<file path="config.mk">
export PLATFORM = sky130hd
export DESIGN_NAME = resident_id_number_validator
export DESIGN_NICKNAME = d
export VERILOG_FILES = /design/src/rtl/core/ridv_pkg.sv /design/src/rtl/core/ridv_final_check.sv /design/src/rtl/core/resident_id_number_validator.sv
export VERILOG_INCLUDE_DIRS = /design/src /design/src/rtl/core
export SDC_FILE = /design/constraint.sdc
export NUM_CORES = 1
export LEC_CHECK = 0
export BUFFER_PORTS_ARGS = -buffer_cell sky130_fd_sc_hd__buf_2
export CELL_PAD_IN_SITES_DETAIL_PLACEMENT = 0
export CELL_PAD_IN_SITES_GLOBAL_PLACEMENT = 1
export CORE_UTILIZATION = 45
export DETAILED_ROUTE_END_ITERATION = 10
export PLACE_DENSITY = 0.79
export SYNTH_ARGS = -nofsm -noshare
export SYNTH_HDL_FRONTEND = slang
export SYNTH_HIERARCHICAL = 1
export SYNTH_SLANG_ARGS = --single-unit
export TNS_END_PERCENT = 20
</file>
<file path="constraint.sdc">
create_clock -name clk -period 11.6 [get_ports clk]
set_input_delay 1.16 -clock clk [delete_from_list [all_inputs] [get_ports clk]]
set_output_delay 1.16 -clock clk [all_outputs]
set_load 0.005 [all_outputs]
</file>
<file path="src/rtl/core/resident_id_number_validator_macros.svh">
// ----------------------------------------------------------------------------
// Resident ID number validator assertion macros
// Concurrent assertion wrappers that vanish when SYNTHESIS is defined.
// ----------------------------------------------------------------------------
`ifndef RESIDENT_ID_NUMBER_VALIDATOR_MACROS_SVH
`define RESIDENT_ID_NUMBER_VALIDATOR_MACROS_SVH

`ifndef SYNTHESIS

`define RIDV_ASSERT_IMPLY(name, clk, rst, ante, cons) \
  name: assert property (@(posedge clk) disable iff (rst) (ante) |-> (cons)) \
    else $error("same-cycle implication failed");

`define RIDV_ASSERT_NEXT(name, clk, rst, ante, cons) \
  name: assert property (@(posedge clk) disable iff (rst) (ante) |=> (cons)) \
    else $error("next-cycle implication failed");

`else

`define RIDV_ASSERT_IMPLY(name, clk, rst, ante, cons)

`define RIDV_ASSERT_NEXT(name, clk, rst, ante, cons)

`endif

`endif

</file>
<file path="src/rtl/core/ridv_pkg.sv">
// ----------------------------------------------------------------------------
// Resident ID number validator package
// Payload types, status codes, register indexes and constant tables.
// ----------------------------------------------------------------------------
package ridv_pkg;

  localparam int NUM_DIGITS = 17;

  localparam logic [4:0] COUNT_MAX  = 5'd31;
  localparam logic [4:0] LEN_SHORT  = 5'd15;
  localparam logic [4:0] LEN_LONG   = 5'd18;
  localparam logic [4:0] POS_CHECK  = 5'd17;
  localparam logic [4:0] POS_SPLIT  = 5'd15;

  localparam logic [6:0]  PROV_LOW  = 7'd11;
  localparam logic [6:0]  PROV_HIGH = 7'd65;
  localparam logic [13:0] YEAR_LOW  = 14'd1900;

  localparam logic [3:0] CENTURY_HI = 4'd1;
  localparam logic [3:0] CENTURY_LO = 4'd9;

  localparam logic [2:0] ST_VALID    = 3'd0;
  localparam logic [2:0] ST_LENGTH   = 3'd1;
  localparam logic [2:0] ST_DIGIT    = 3'd2;
  localparam logic [2:0] ST_CHECK    = 3'd3;
  localparam logic [2:0] ST_PROVINCE = 3'd4;
  localparam logic [2:0] ST_DATE     = 3'd5;

  localparam logic [1:0] CFG_TODAY_YEAR  = 2'd0;
  localparam logic [1:0] CFG_TODAY_MONTH = 2'd1;
  localparam logic [1:0] CFG_TODAY_DAY   = 2'd2;

  localparam logic [13:0] RESET_YEAR  = 14'd2024;
  localparam logic [3:0]  RESET_MONTH = 4'd1;
  localparam logic [4:0]  RESET_DAY   = 5'd1;

  typedef logic [3:0] digit_t;

  typedef struct packed {
    logic [7:0] char_code;
    logic       last_char;
  } char_t;

  typedef struct packed {
    logic [2:0] status;
    logic       gender;
  } result_t;

  typedef struct packed {
    logic [13:0] year;
    logic [3:0]  month;
    logic [4:0]  day;
  } today_t;

  typedef struct packed {
    logic [4:0]                  count;
    logic [3:0]                  sum;
    logic                        nd_first15;
    logic                        nd_16_17;
    logic [7:0]                  check_char;
    digit_t [NUM_DIGITS-1:0]     digits;
  } number_t;

  function automatic logic [3:0] weight(input logic [4:0] pos);
    logic [3:0] w;
    case (pos)
      5'd0:    w = 4'd7;
      5'd1:    w = 4'd9;
      5'd2:    w = 4'd10;
      5'd3:    w = 4'd5;
      5'd4:    w = 4'd8;
      5'd5:    w = 4'd4;
      5'd6:    w = 4'd2;
      5'd7:    w = 4'd1;
      5'd8:    w = 4'd6;
      5'd9:    w = 4'd3;
      5'd10:   w = 4'd7;
      5'd11:   w = 4'd9;
      5'd12:   w = 4'd10;
      5'd13:   w = 4'd5;
      5'd14:   w = 4'd8;
      5'd15:   w = 4'd4;
      5'd16:   w = 4'd2;
      default: w = 4'd0;
    endcase
    return w;
  endfunction

  function automatic logic [7:0] check_symbol(input logic [3:0] sum);
    logic [7:0] c;
    case (sum)
      4'd0:    c = "1";
      4'd1:    c = "0";
      4'd2:    c = "X";
      4'd3:    c = "9";
      4'd4:    c = "8";
      4'd5:    c = "7";
      4'd6:    c = "6";
      4'd7:    c = "5";
      4'd8:    c = "4";
      4'd9:    c = "3";
      4'd10:   c = "2";
      default: c = 8'h00;
    endcase
    return c;
  endfunction

  function automatic logic [4:0] month_length(input logic [3:0] month);
    logic [4:0] n;
    case (month)
      4'd2:    n = 5'd28;
      4'd4:    n = 5'd30;
      4'd6:    n = 5'd30;
      4'd9:    n = 5'd30;
      4'd11:   n = 5'd30;
      default: n = 5'd31;
    endcase
    return n;
  endfunction

  // Remainder by eleven for values below 110: the quotient is the number
  // of multiples of eleven that do not exceed the value.
  function automatic logic [3:0] mod11(input logic [6:0] v);
    logic [3:0] q;
    logic [6:0] r;
    q = 4'd0;
    for (int k = 1; k <= 9; k++) begin
      if (v >= 7'(11 * k)) begin
        q = q + 4'd1;
      end
    end
    r = v - 7'(11 * int'(q));
    return r[3:0];
  endfunction

endpackage

</file>
<file path="src/rtl/core/ridv_final_check.sv">
// ----------------------------------------------------------------------------
// Resident ID number final check
// Evaluates a complete number: length, digits, check character, province and
// birth date, and derives the gender bit from the sequence number.
// ----------------------------------------------------------------------------
module ridv_final_check (
  input  ridv_pkg::number_t number,
  input  ridv_pkg::today_t  today,
  output ridv_pkg::result_t result
);

  ridv_pkg::digit_t [ridv_pkg::NUM_DIGITS-1:0] a;
  logic        is_short;
  logic [7:0]  check_up;
  logic [6:0]  prov;
  logic [6:0]  cent_hi;
  logic [6:0]  cent_lo;
  logic [13:0] year;
  logic [6:0]  month;
  logic [6:0]  day;
  logic [6:0]  today_month;
  logic [6:0]  today_day;
  logic        year_ok;
  logic        bound_ok;
  logic        month_ok;
  logic        leap;
  logic [4:0]  day_limit;
  logic        day_ok;
  logic        date_ok;
  logic [2:0]  status;

  assign is_short = (number.count == ridv_pkg::LEN_SHORT);

  // The short form gets the century digits inserted after the sixth digit.
  always_comb begin
    for (int i = 0; i < ridv_pkg::NUM_DIGITS; i++) begin
      if (i < 6) begin
        a[i] = number.digits[i];
      end else if (i == 6) begin
        a[i] = is_short ? ridv_pkg::CENTURY_HI : number.digits[i];
      end else if (i == 7) begin
        a[i] = is_short ? ridv_pkg::CENTURY_LO : number.digits[i];
      end else begin
        a[i] = is_short ? number.digits[i-2] : number.digits[i];
      end
    end
  end

  always_comb begin
    if (number.check_char inside {["a":"z"]}) begin
      check_up = number.check_char - 8'h20;
    end else begin
      check_up = number.check_char;
    end
  end

  assign prov    = 7'(a[0]) * 7'd10 + 7'(a[1]);
  assign cent_hi = 7'(a[6]) * 7'd10 + 7'(a[7]);
  assign cent_lo = 7'(a[8]) * 7'd10 + 7'(a[9]);
  assign year    = 14'(cent_hi) * 14'd100 + 14'(cent_lo);
  assign month   = 7'(a[10]) * 7'd10 + 7'(a[11]);
  assign day     = 7'(a[12]) * 7'd10 + 7'(a[13]);

  assign today_month = 7'(today.month);
  assign today_day   = 7'(today.day);

  assign year_ok  = (year >= ridv_pkg::YEAR_LOW) && (year <= today.year);
  assign bound_ok = (year < today.year) ||
                    ((year == today.year) &&
                     ((month < today_month) ||
                      ((month == today_month) && (day <= today_day))));
  assign month_ok = (month >= 7'd1) && (month <= 7'd12);

  assign leap = ((year[1:0] == 2'd0) && (cent_lo != 7'd0)) ||
                ((cent_lo == 7'd0) && (cent_hi[1:0] == 2'd0));

  always_comb begin
    if ((month == 7'd2) && leap) begin
      day_limit = 5'd29;
    end else begin
      day_limit = ridv_pkg::month_length(month[3:0]);
    end
  end

  assign day_ok  = (day >= 7'd1) && (day <= 7'(day_limit));
  assign date_ok = year_ok && bound_ok && month_ok && day_ok;

  always_comb begin
    status = ridv_pkg::ST_VALID;
    if (is_short) begin
      if (number.nd_first15) begin
        status = ridv_pkg::ST_DIGIT;
      end
    end else if (number.count == ridv_pkg::LEN_LONG) begin
      if (number.nd_first15 || number.nd_16_17) begin
        status = ridv_pkg::ST_DIGIT;
      end else if (check_up != ridv_pkg::check_symbol(number.sum)) begin
        status = ridv_pkg::ST_CHECK;
      end
    end else begin
      status = ridv_pkg::ST_LENGTH;
    end
    if (status == ridv_pkg::ST_VALID) begin
      if ((prov < ridv_pkg::PROV_LOW) || (prov > ridv_pkg::PROV_HIGH)) begin
        status = ridv_pkg::ST_PROVINCE;
      end else if (!date_ok) begin
        status = ridv_pkg::ST_DATE;
      end
    end
  end

  assign result.status = status;
  assign result.gender = (status == ridv_pkg::ST_VALID) ? a[16][0] : 1'b0;

endmodule

</file>
<file path="src/rtl/core/resident_id_number_validator.sv">
// ----------------------------------------------------------------------------
// Resident ID number validator
// Checks an ID number given one ASCII character per transaction and returns
// one status and gender transaction after the last character.
//
//   Channel  Handshake             Payload
//   char     char_valid/stall      char_data (char_code, last_char)
//   result   result_valid/stall    result_data (status, gender)
//   cfg      cfg_valid/ready       cfg_index, cfg_data
//
// One character is taken every cycle unless the input stalls. A character is
// held in the input register, and a last character loads the result register
// as it leaves the input register.
// The only stall comes from a last character meeting a full, stalled result
// register. Reset is synchronous, clears the running number state and loads
// the reset value of today's date. The configuration port is always ready.
// ----------------------------------------------------------------------------
`include "resident_id_number_validator_macros.svh"

module resident_id_number_validator (
  input  logic               clk,
  input  logic               rst,
  input  logic               char_valid,
  output logic               char_stall,
  input  ridv_pkg::char_t    char_data,
  output logic               result_valid,
  input  logic               result_stall,
  output ridv_pkg::result_t  result_data,
  input  logic               cfg_valid,
  output logic               cfg_ready,
  input  logic [1:0]         cfg_index,
  input  logic [13:0]        cfg_data
);

  ridv_pkg::char_t   char_q;
  logic              char_q_valid;
  logic              advance;

  logic [4:0]        char_count;
  logic [3:0]        sum;
  logic              nd_first15;
  logic              nd_16_17;
  logic [7:0]        check_char;
  ridv_pkg::digit_t  digit_store [ridv_pkg::NUM_DIGITS];

  logic              is_digit;
  ridv_pkg::digit_t  digit_value;
  logic              in_store;
  logic [4:0]        char_count_next;
  logic [3:0]        sum_next;
  logic              nd_first15_next;
  logic              nd_16_17_next;
  logic [7:0]        check_char_next;

  ridv_pkg::today_t  today;
  ridv_pkg::number_t number;
  ridv_pkg::result_t final_result;

  assign cfg_ready = 1'b1;

  always_ff @(posedge clk) begin
    if (rst) begin
      today.year  <= ridv_pkg::RESET_YEAR;
      today.month <= ridv_pkg::RESET_MONTH;
      today.day   <= ridv_pkg::RESET_DAY;
    end else if (cfg_valid && cfg_ready) begin
      case (cfg_index)
        ridv_pkg::CFG_TODAY_YEAR:  today.year  <= cfg_data;
        ridv_pkg::CFG_TODAY_MONTH: today.month <= cfg_data[3:0];
        ridv_pkg::CFG_TODAY_DAY:   today.day   <= cfg_data[4:0];
        default: ;
      endcase
    end
  end

  assign advance    = char_q_valid &&
                      (!char_q.last_char || !result_valid || !result_stall);
  assign char_stall = char_q_valid && !advance;

  always_ff @(posedge clk) begin
    if (rst) begin
      char_q_valid <= 1'b0;
    end else if (!char_stall) begin
      char_q_valid <= char_valid;
    end
  end

  always_ff @(posedge clk) begin
    if (!char_stall) begin
      char_q <= char_data;
    end
  end

  assign is_digit    = char_q.char_code inside {["0":"9"]};
  assign digit_value = is_digit ? char_q.char_code[3:0] : 4'd0;
  assign in_store    = (char_count < 5'(ridv_pkg::NUM_DIGITS));

  always_comb begin
    if (in_store) begin
      sum_next = ridv_pkg::mod11(7'(sum) +
                                 7'(ridv_pkg::weight(char_count)) * 7'(digit_value));
    end else begin
      sum_next = sum;
    end
  end

  assign nd_first15_next = nd_first15 ||
                           ((char_count < ridv_pkg::POS_SPLIT) && !is_digit);
  assign nd_16_17_next   = nd_16_17 ||
                           (in_store && (char_count >= ridv_pkg::POS_SPLIT) && !is_digit);
  assign check_char_next = (char_count == ridv_pkg::POS_CHECK) ? char_q.char_code
                                                                : check_char;
  assign char_count_next = (char_count == ridv_pkg::COUNT_MAX) ? ridv_pkg::COUNT_MAX
                                                                : char_count + 5'd1;

  always_comb begin
    number.count      = char_count_next;
    number.sum        = sum_next;
    number.nd_first15 = nd_first15_next;
    number.nd_16_17   = nd_16_17_next;
    number.check_char = check_char_next;
    for (int i = 0; i < ridv_pkg::NUM_DIGITS; i++) begin
      number.digits[i] = (char_count == 5'(i)) ? digit_value : digit_store[i];
    end
  end

  ridv_final_check u_final_check (
    .number (number),
    .today  (today),
    .result (final_result)
  );

  always_ff @(posedge clk) begin
    if (rst) begin
      char_count <= '0;
      sum        <= '0;
      nd_first15 <= 1'b0;
      nd_16_17   <= 1'b0;
      check_char <= '0;
    end else if (advance) begin
      if (char_q.last_char) begin
        char_count <= '0;
        sum        <= '0;
        nd_first15 <= 1'b0;
        nd_16_17   <= 1'b0;
        check_char <= '0;
      end else begin
        char_count <= char_count_next;
        sum        <= sum_next;
        nd_first15 <= nd_first15_next;
        nd_16_17   <= nd_16_17_next;
        check_char <= check_char_next;
      end
    end
  end

  always_ff @(posedge clk) begin
    if (advance && in_store) begin
      digit_store[char_count] <= digit_value;
    end
  end

  always_ff @(posedge clk) begin
    if (rst) begin
      result_valid <= 1'b0;
    end else if (advance && char_q.last_char) begin
      result_valid <= 1'b1;
    end else if (!result_stall) begin
      result_valid <= 1'b0;
    end
  end

  always_ff @(posedge clk) begin
    if (advance && char_q.last_char) begin
      result_data <= final_result;
    end
  end

  `RIDV_ASSERT_IMPLY(a_gender_only_valid, clk, rst, result_valid && result_data.gender, result_data.status == ridv_pkg::ST_VALID)
  `RIDV_ASSERT_NEXT(a_clear_after_last, clk, rst, advance && char_q.last_char, char_count == 5'd0)
  `RIDV_ASSERT_IMPLY(a_stall_cause, clk, rst, char_stall, char_q_valid && char_q.last_char && result_valid && result_stall)
  `RIDV_ASSERT_NEXT(a_count_saturates, clk, rst, advance && !char_q.last_char && char_count == ridv_pkg::COUNT_MAX, char_count == ridv_pkg::COUNT_MAX)

endmodule

</file>
# Word-level counts from Yosys, hierarchy flattened

Memories as Yosys holds them, arrays and structs flattened. A register that Yosys moved wholly into a read port is not among the register bits.
Index checks and enable logic that the tools add are counted.

Multiplexer cells: 69
Eq/ne operators: 27
$lt $le $gt $ge: 27
Reductions and logical operators: 46
Add/subtract/negate cells: 18
$mul: 8

Operators with widths:

| kind                                                                 | number |
|---|---|
| 2-to-1 mux 4 bit                                                     | 39 |
| 2-to-1 mux 8 bit                                                     | 6 |
| equality test 5 x 4 -> 1 bit (second input constant)                 | 8 |
| adder 7 x 4 -> 7 bit                                                 | 5 |
| adder 4 x 1 -> 4 bit (second input constant)                         | 8 |
| multiplier 4 x 3 -> 6 bit (second input constant)                    | 5 |
| greater-or-equal comparator 7 bit (second input constant)            | 4 |
| 2-to-1 mux 5 bit                                                     | 5 |
| greater-or-equal comparator 7 x 6 -> 1 bit (second input constant)   | 3 |
| equality test 5 bit (second input constant)                          | 4 |
| logical AND 1 bit                                                    | 20 |
| 2-to-1 mux 3 bit                                                     | 6 |
| adder 14 x 7 -> 14 bit                                               | 1 |
| equality test 14 bit                                                 | 1 |
| greater-or-equal comparator 14 x 11 -> 1 bit (second input constant) | 1 |
| greater-or-equal comparator 7 x 1 -> 1 bit (second input constant)   | 2 |
| less-or-equal comparator 14 bit                                      | 1 |
| less-or-equal comparator 7 x 5 -> 1 bit                              | 2 |
| < comparator 14 bit                                                  | 1 |
| multiplier 7 x 5 -> 12 bit (second input constant)                   | 1 |
| equality test 5 x 3 -> 1 bit (second input constant)                 | 2 |
| 2-to-1 mux 1 bit                                                     | 10 |
| logical OR 1 bit                                                     | 9 |
| equality test 4 x 3 -> 1 bit (second input constant)                 | 2 |
| 38 further kinds                                                     | 49 |

Register bits after elaboration: 57
Output and inout bits: 7
Logic and storage cells: 212
Bits in read-only memories: 240
RAM bits: 68
Input bits: 30
Memories kept: 3

Memories:

| name             | depth | bits a word | rd ports | clocked after memory_dff | wr ports | RTL line                           | source |
|---|---|---|---|---|---|---|---|
| (name not given) | 32    | 4           | 1        | 1                        | 0        | ridv_pkg.sv:66                     | `case (pos)` |
| (name not given) | 16    | 7           | 1        | 0                        | 0        | ridv_pkg.sv:91                     | `case (sum)` |
| digit_store      | 17    | 4           | 12       | 0                        | 1        | resident_id_number_validator.sv:44 | `ridv_pkg::digit_t digit_store [ridv_pkg::NUM_DIGITS];` |

# Depth between registers and ports, before layout

Gate-level depths: netlist (run 1).
An unclocked memory read counts as a cell.

Word-level depth: 48
Depth in mapped cells: 56

# Modules after synthesis

Netlist (run 1), hierarchy kept.

Modules (own cells, without submodules):

| module                       | cells each | seq. area each (um^2) | area an instance (um^2) | instances |
|---|---|---|---|---|
| resident_id_number_validator | 747        | 3393.3                | 7198.2                  | 1 |
| ridv_final_check             | 497        | 0.0                   | 3707.3                  | 1 |

# Least setup slack after synthesis (run 1)

OpenSTA, ideal clock, no wires.

Path type: reg-to-reg
Start: register char_q[7] (netlist bit)
End: register result_data[0] (netlist bit) (data pin)
Library setup time: 134 ps
Slack: -193 ps
Path buffers: 4
Cell stages (with the launch flop): 53
Data arrival time: 11658 ps
Required time: 11466 ps
Period minus slack after synthesis: 11793 ps
Cell sequence: edfxtp_1 and4bb_2 and2_1 nand2_1 inv_1 and2_1 fa_1 fa_1 fa_1 ha_1 buf_2 o21ai_1 o21ai_1 a211oi_2 nor2_1 buf_2 nor4_1 ha_1 [17 not listed] ha_1 a21o_1 a21oi_1 xnor2_1 xnor2_1 xnor2_1 xnor3_1 xnor2_1 a21oi_1 buf_6 nor3b_4 nor2_2 a2111oi_2 nand3_1 or4_4 o21ai_2 nand3_1 and4b_1

RTL lines:

| element                | RTL line                            | source |
|---|---|---|
| start, declared        | resident_id_number_validator.sv:35  | `ridv_pkg::char_t char_q;` |
| start signal, assigned | resident_id_number_validator.sv:90  | `char_q <= char_data;` |
| end signal, assigned   | resident_id_number_validator.sv:175 | `result_data <= final_result;` |
| end, declared          | resident_id_number_validator.sv:28  | `output ridv_pkg::result_t result_data,` |

==> results.sh, run 1 <==
export IMPL_reg2reg_to="result_data[0]"
export IMPL_cts_tree="done"
export IMPL_coreArea_um2=21200
export IMPL_status="finished, final reports clean"
export IMPL_htree_levels=3
export IMPL_start_util_pct=46.5
export IMPL_hold_class="reg -> reg"
export IMPL_firstDrtPassIters=5
export IMPL_grt_pass1_vias=7709
export IMPL_antenna_cells=0
export IMPL_drtIter0Drc=445
export IMPL_port_buffers=35
export IMPL_p_per_area_nw_per_um2=80.3
export IMPL_drt_total_wl_um=24100
export IMPL_layout_common_cells="185 x nand2_1, 121 x ha_1, 90 x nor2_1"
export IMPL_required_ns=11.82
export IMPL_place_congestion=0.870
export IMPL_path_depth=50
export IMPL_skew_ns=0.0111
export IMPL_nNetsFinal=1389
export IMPL_netSwitchingPower_uw=254
export IMPL_hold_viol_final=0
export IMPL_postPlaceCellArea_um2=10500
export IMPL_r2r_start="char_q[6]"
export IMPL_grt_max_degree=48
export IMPL_die_x_um=150
export IMPL_cp_common_cell="xnor2_1"
export IMPL_grtUsageTotal_pct=21.7
export IMPL_maxSlewViolCount=0
export IMPL_setup_worst_path_start="char_q[6]"
export IMPL_worstSetupPathType="reg -> reg"
export IMPL_dp_cells=1461
export IMPL_final_area_um2=11100
export IMPL_p_leak_uw=0.00507
export IMPL_p_comb_share_pct=19.8
export IMPL_dp_hpwl_um=18800
export IMPL_cpMaxStageDelayCell="or4_4"
export IMPL_cp_arrival_ns=11.43
export IMPL_syn_area_per_cell_um2=8.53
export IMPL_drive_gt1_share_pct=15.1
export IMPL_path_clk_slew_ns=0.07
export IMPL_r2r_cells=50
export IMPL_die_y_um=150
export IMPL_fin_crit_ns=11.22
export IMPL_via_count=8295
export IMPL_overflow=0
export IMPL_switching_share_pct=28.4
export IMPL_p_int_uw=641
export IMPL_clockRootBuffer="clkbuf_16"
export IMPL_antenna_found_initial=0
export IMPL_wl_per_cell_um=16.1
export IMPL_tightest_slew_ns=0.903
export IMPL_syn_inst=1156
export IMPL_synth_nets=1334
export IMPL_yosys_warnings=6
export IMPL_crit_family="adder cells"
export IMPL_grt_pass1_wl_um=38500
export IMPL_path_buf_inv=5
export IMPL_power_frac_clock_pct=36.1
export IMPL_startpoint_type="register"
export IMPL_rsz0062_at_grt="yes"
export IMPL_syn_to_final_growth_pct=13.0
export IMPL_crit_fanout=6
export IMPL_reg2reg_slack_ns=0.38
export IMPL_slew_headroom_pct=39.1
export IMPL_drc_errors=0
export IMPL_stdcell_count=1491
export IMPL_clock_sinks=103
export IMPL_pwr_share_seq_pct=44.1
export IMPL_ant_nets=0
export IMPL_drv_cap=0
export IMPL_finalCritPeriodShare_pct=96.7
export IMPL_crit_end="result_data[0]"
export IMPL_cts_buffer_depth=2
export IMPL_synth_area_um2=9860
export IMPL_max_stage_delay_ns=0.58
export IMPL_tns_ns=0
export IMPL_final_common_cell="nand2_1"
export IMPL_clkLatencyLatePin_ns=0.35
export IMPL_endpoint_kind="register"
export IMPL_holdBufCountCts=0
export IMPL_timing_fmax_mhz=89.2
export IMPL_ir_drop_v=0.0000724
export IMPL_dieArea_um2=22500
export IMPL_numCtsBuffers=9
export IMPL_vias_per_cell=5.56
export IMPL_rows=53
export IMPL_setup_violations_final=0
export IMPL_io_pin_count=37
## flip-flops by register name (all words and copies together) (netlist names), named ones only
signal	flops
result_valid	1
result_data	4
digit_store	42
nd_first15	1
check_char	8
sum	4
char_q_valid	1
nd_16_17	1
char_count	5
char_q	9
today	23
## what timing repair did
item                                    4_1_cts  5_1_grt
gates resized for setup                       5       50
buffers inserted                              1       13
pin swaps                                     3       43
endpoints found under the setup margin        4        4
## layer usage
metal	track usage (%)	wire length, µm	vias to the layer above
met5	0	0	-
met4	4.44	227	0
met3	2.50	760	19
met2	36.3	11500	135
met1	29.8	11600	3947
li1	-	-	4194
## area by class of cell
class	instances	area [µm²]
Fill cell	2080	10100
Multi-Input combinational cell	935	7030
Sequential cell	103	2610
Timing Repair Buffer	82	536
Tap cell	275	344
Inverter	80	300
Clock buffer	9	225
Clock inverter	7	90.1
## worst min path at each step
stage               cells after the start         to  startpoint
floorplan                               2  today[10]   today[10]
global placement                        2  today[22]   today[22]
detailed placement                      2  today[20]   today[20]
CTS                                     2  today[20]   today[20]
global route                            2  today[20]   today[20]
finish                                  2  today[20]   today[20]
## power by group through the flow
stage / Combinational (µW) / Clock, µW / Sequential, µW
finish: 177 / 323 / 394
global route: 197 / 341 / 395
CTS: 162 / 328 / 394
detailed placement: 157 / 0 / 403
global placement: 156 / 0 / 403
floorplan: 119 / 0 / 401
## tightest hold or removal path: cells and delay by family, from the launching register on
kind / cells / cell delay (ns)
flip-flops: 1 / 0.31
AND/OR/NAND/NOR: 1 / 0.05
AO/OA/AOI/OAI: 1 / 0.05
## per-stage QoR
stage	total power (µW)	hold WS (ns)	setup WS, ns	util (%)
2_1_floorplan	520	0.436	0.0100	-
3_3_place_gp	558	0.445	0.119	49.3
3_5_place_dp	560	0.450	-0.288	49.3
4_1_cts	884	0.461	0.00322	50.9
5_1_grt	933	0.482	-0.133	52.5
6_report	895	0.458	0.383	52.5
No activity file was read; power rests on OpenSTA's default activity.
==> run 2, diff against run 1 <==
--- a/config.mk
+++ b/config.mk
@@ -9,11 +9,9 @@
 export BUFFER_PORTS_ARGS = -buffer_cell sky130_fd_sc_hd__buf_2
 export CELL_PAD_IN_SITES_DETAIL_PLACEMENT = 0
 export CELL_PAD_IN_SITES_GLOBAL_PLACEMENT = 1
-export CORE_UTILIZATION = 45
+export CORE_UTILIZATION = 44
 export DETAILED_ROUTE_END_ITERATION = 10
 export PLACE_DENSITY = 0.79
 export SYNTH_ARGS = -nofsm -noshare
 export SYNTH_HDL_FRONTEND = slang
-export SYNTH_HIERARCHICAL = 1
 export SYNTH_SLANG_ARGS = --single-unit
-export TNS_END_PERCENT = 20
==> run 2 against run 1 <==
Against the previous run: via count shrank 1.8%; global-route usage down 0.87 points; count of clock-buffer cells in the layout is the same; sequential cell count unchanged.
==> results.sh, run 2 <==
export IMPL_timing_fmax_mhz=88.3
export IMPL_slew_headroom_pct=32.6
export IMPL_overflow=0
export IMPL_required_ns=11.71
export IMPL_skew_ns=0.0127
export IMPL_ir_drop_v=0.0000724
export IMPL_setup_violations_final=0
export IMPL_p_comb_share_pct=22.7
export IMPL_netSwitchingPower_uw=272
export IMPL_tightest_slew_ns=0.998
export IMPL_start_util_pct=45.6
export IMPL_dp_cells=1426
export IMPL_largest_reg_flops=42
export IMPL_worstSetupPathType="reg -> reg"
export IMPL_status="finished, final reports clean"
export IMPL_clockRootBuffer="clkbuf_16"
export IMPL_top_register="digit_store"
export IMPL_cpMaxStageDelayCell="fa_1"
export IMPL_grt_pass1_wl_um=37400
export IMPL_dp_hpwl_um=18000
export IMPL_grtUsageTotal_pct=20.8
export IMPL_firstDrtPassIters=6
export IMPL_reg2reg_slack_ns=0.28
export IMPL_layout_common_cells="123 x ha_1, 121 x nor2_1, 110 x nand2_1"
export IMPL_htree_levels=3
export IMPL_startpoint_type="register"
export IMPL_numCtsBuffers=9
export IMPL_synthTopCellsByCount="128 x ha_1, 122 x nor2_1, 116 x nand2_1, 103 x a21oi_1, 64 x inv_1"
export IMPL_coreArea_um2=21300
export IMPL_grt_max_degree=49
export IMPL_maxSlewViolCount=0
export IMPL_max_stage_delay_ns=0.51
export IMPL_port_buffers=35
export IMPL_cts_buffer_depth=2
export IMPL_synth_nets=1305
export IMPL_top_regs="digit_store: 42 flops, today: 23 flops, char_q: 9 flops"
export IMPL_io_pin_count=37
export IMPL_drive_gt1_share_pct=14.2
export IMPL_synth_area_um2=9700
export IMPL_yosysTopAreaCellShare_pct=17.0
export IMPL_path_buf_inv=2
export IMPL_antenna_found_initial=0
export IMPL_cp_arrival_ns=11.43
export IMPL_holdBufCountCts=0
export IMPL_final_common_cell="ha_1"
export IMPL_drt_total_wl_um=23100
export IMPL_p_leak_uw=0.00493
export IMPL_drc_errors=0
export IMPL_rsz0062_at_grt="yes"
export IMPL_crit_family="adder cells"
export IMPL_syn_to_final_growth_pct=12.6
export IMPL_yosysSeqAreaShare_pct=26.9
export IMPL_clock_sinks=103
export IMPL_endpoint_kind="register"
export IMPL_path_clk_slew_ns=0.08
export IMPL_rows=53
export IMPL_synth_area_leaders="edfxtp_1 17%, ha_1 17%, dfxtp_1 9.9%"
export IMPL_power_frac_clock_pct=33.5
export IMPL_synthArstFlopShare_pct=0
export IMPL_p_per_area_nw_per_um2=82.7
export IMPL_hold_class="reg -> reg"
export IMPL_die_x_um=150
export IMPL_drv_cap=0
export IMPL_dieArea_um2=22600
export IMPL_clkLatencyLatePin_ns=0.36
export IMPL_yosys_warnings=0
export IMPL_die_y_um=150
export IMPL_syn_area_per_cell_um2=8.61
export IMPL_post_place_ws_ns=-0.0257
export IMPL_fin_crit_ns=11.32
export IMPL_tns_ns=0
export IMPL_stdcell_count=1453
export IMPL_crit_fanout=5
export IMPL_switching_share_pct=30.2
export IMPL_p_int_uw=630
export IMPL_antenna_cells=0
export IMPL_hold_viol_final=0
export IMPL_place_congestion=0.846
export IMPL_nNetsFinal=1352
export IMPL_ant_nets=0
export IMPL_synth_most_common_cell="ha_1"
export IMPL_yosysUniqueCellTypes=83
export IMPL_synth_top_cell_by_area="edfxtp_1"
export IMPL_syn_inst=1126
export IMPL_cts_tree="done"
export IMPL_grt_pass1_vias=7658
export IMPL_vias_per_cell=5.61
export IMPL_wl_per_cell_um=15.9
export IMPL_fin_ws_ns=0.280
export IMPL_synth_edff_count=55
export IMPL_cp_common_cell="ha_1"
export IMPL_final_core_util_pct=51.3
export IMPL_finalCritPeriodShare_pct=97.6
export IMPL_drtIter0Drc=389
export IMPL_ys_flop_type="edfxtp_1"
export IMPL_synth_seq_cells=103
export IMPL_via_count=8148
export IMPL_pwr_share_seq_pct=43.8
[run 2: layout make-up]
cell class | count | area [µm²]
tap | 275 | 344
fill | 2025 | 10400
clock buffer | 9 | 225
timing repair buffer | 78 | 502
inverter | 64 | 243
sequential | 103 | 2610
clock inverter | 7 | 73.8
multi-input combinational | 917 | 6920
[run 2: logic make-up (layout without fill, tap and decap cells)]
kind of cell	count (synthesis)	in the layout	share of synthesized area, %
AOI/OAI and AO/OA	275	275	18.4
xor gates and xnor gates	66	66	6.54
adders and majority gates	149	149	20.9
buffers and inverters	107	158	4.31
DFF	103	103	26.9
muxes	32	32	3.56
other	1	1	0.0387
and+or+nand+nor	393	394	19.3
[run 2: worst reg2reg max path: cells and delay by family (launching register included)]
| family | cells | cell delay (ns) |
|---|---|---|
| buffers and inverters | 2 | 0.09 |
| adder cells (fa/ha/maj) | 14 | 4.67 |
| flip-flops | 1 | 0.43 |
| multiplexers | 2 | 0.64 |
| AO/OA/AOI/OAI | 13 | 1.99 |
| XOR/XNOR | 4 | 0.76 |
| AND/OR/NAND/NOR | 15 | 2.49 |
[run 2: power groups by stage]
| stage | combinational, µW | clock (µW) | sequential [µW] |
|---|---|---|---|
| 6_report | 205 | 303 | 395 |
| 5_1_grt | 227 | 323 | 396 |
| 3_5_place_dp | 188 | 0 | 404 |
| 4_1_cts | 190 | 309 | 395 |
| 3_3_place_gp | 187 | 0 | 404 |
| 2_1_floorplan | 140 | 0 | 401 |
[run 2: stage by stage]
stage               instance area (µm²)  hold slack [ns]  total power [µW]
global placement                  10300            0.444               591
floorplan                          9740            0.436               541
CTS                               10600            0.459               894
global route                      10900            0.475               947
detailed placement                10300            0.449               591
finish                            10900            0.456               903
[run 2: routing by layer]
metal	vias to the layer above	global-route usage (%)	wire length, µm
li1	4154	-	-
met3	30	3.24	821
met1	3800	26.6	10400
met4	0	4.75	380
met5	-	0	0
met2	164	36.4	11500
[run 2: worst paths after layout]
kind	startpoint	end	cells past startpoint
setup / recovery	char_q[8]	result_data[1]	50
hold / removal	today[21]	today[21]	2
setup reg to reg	char_q[8]	result_data[1]	50
hold reg to reg	today[21]	today[21]	2
[run 2: timing repair]
action / CTS / global route
setup buffers: 0 / 10
gates cloned: 0 / 1
setup endpoints to repair: 3 / 4
resized for setup: 4 / 38
pin swaps: 0 / 39
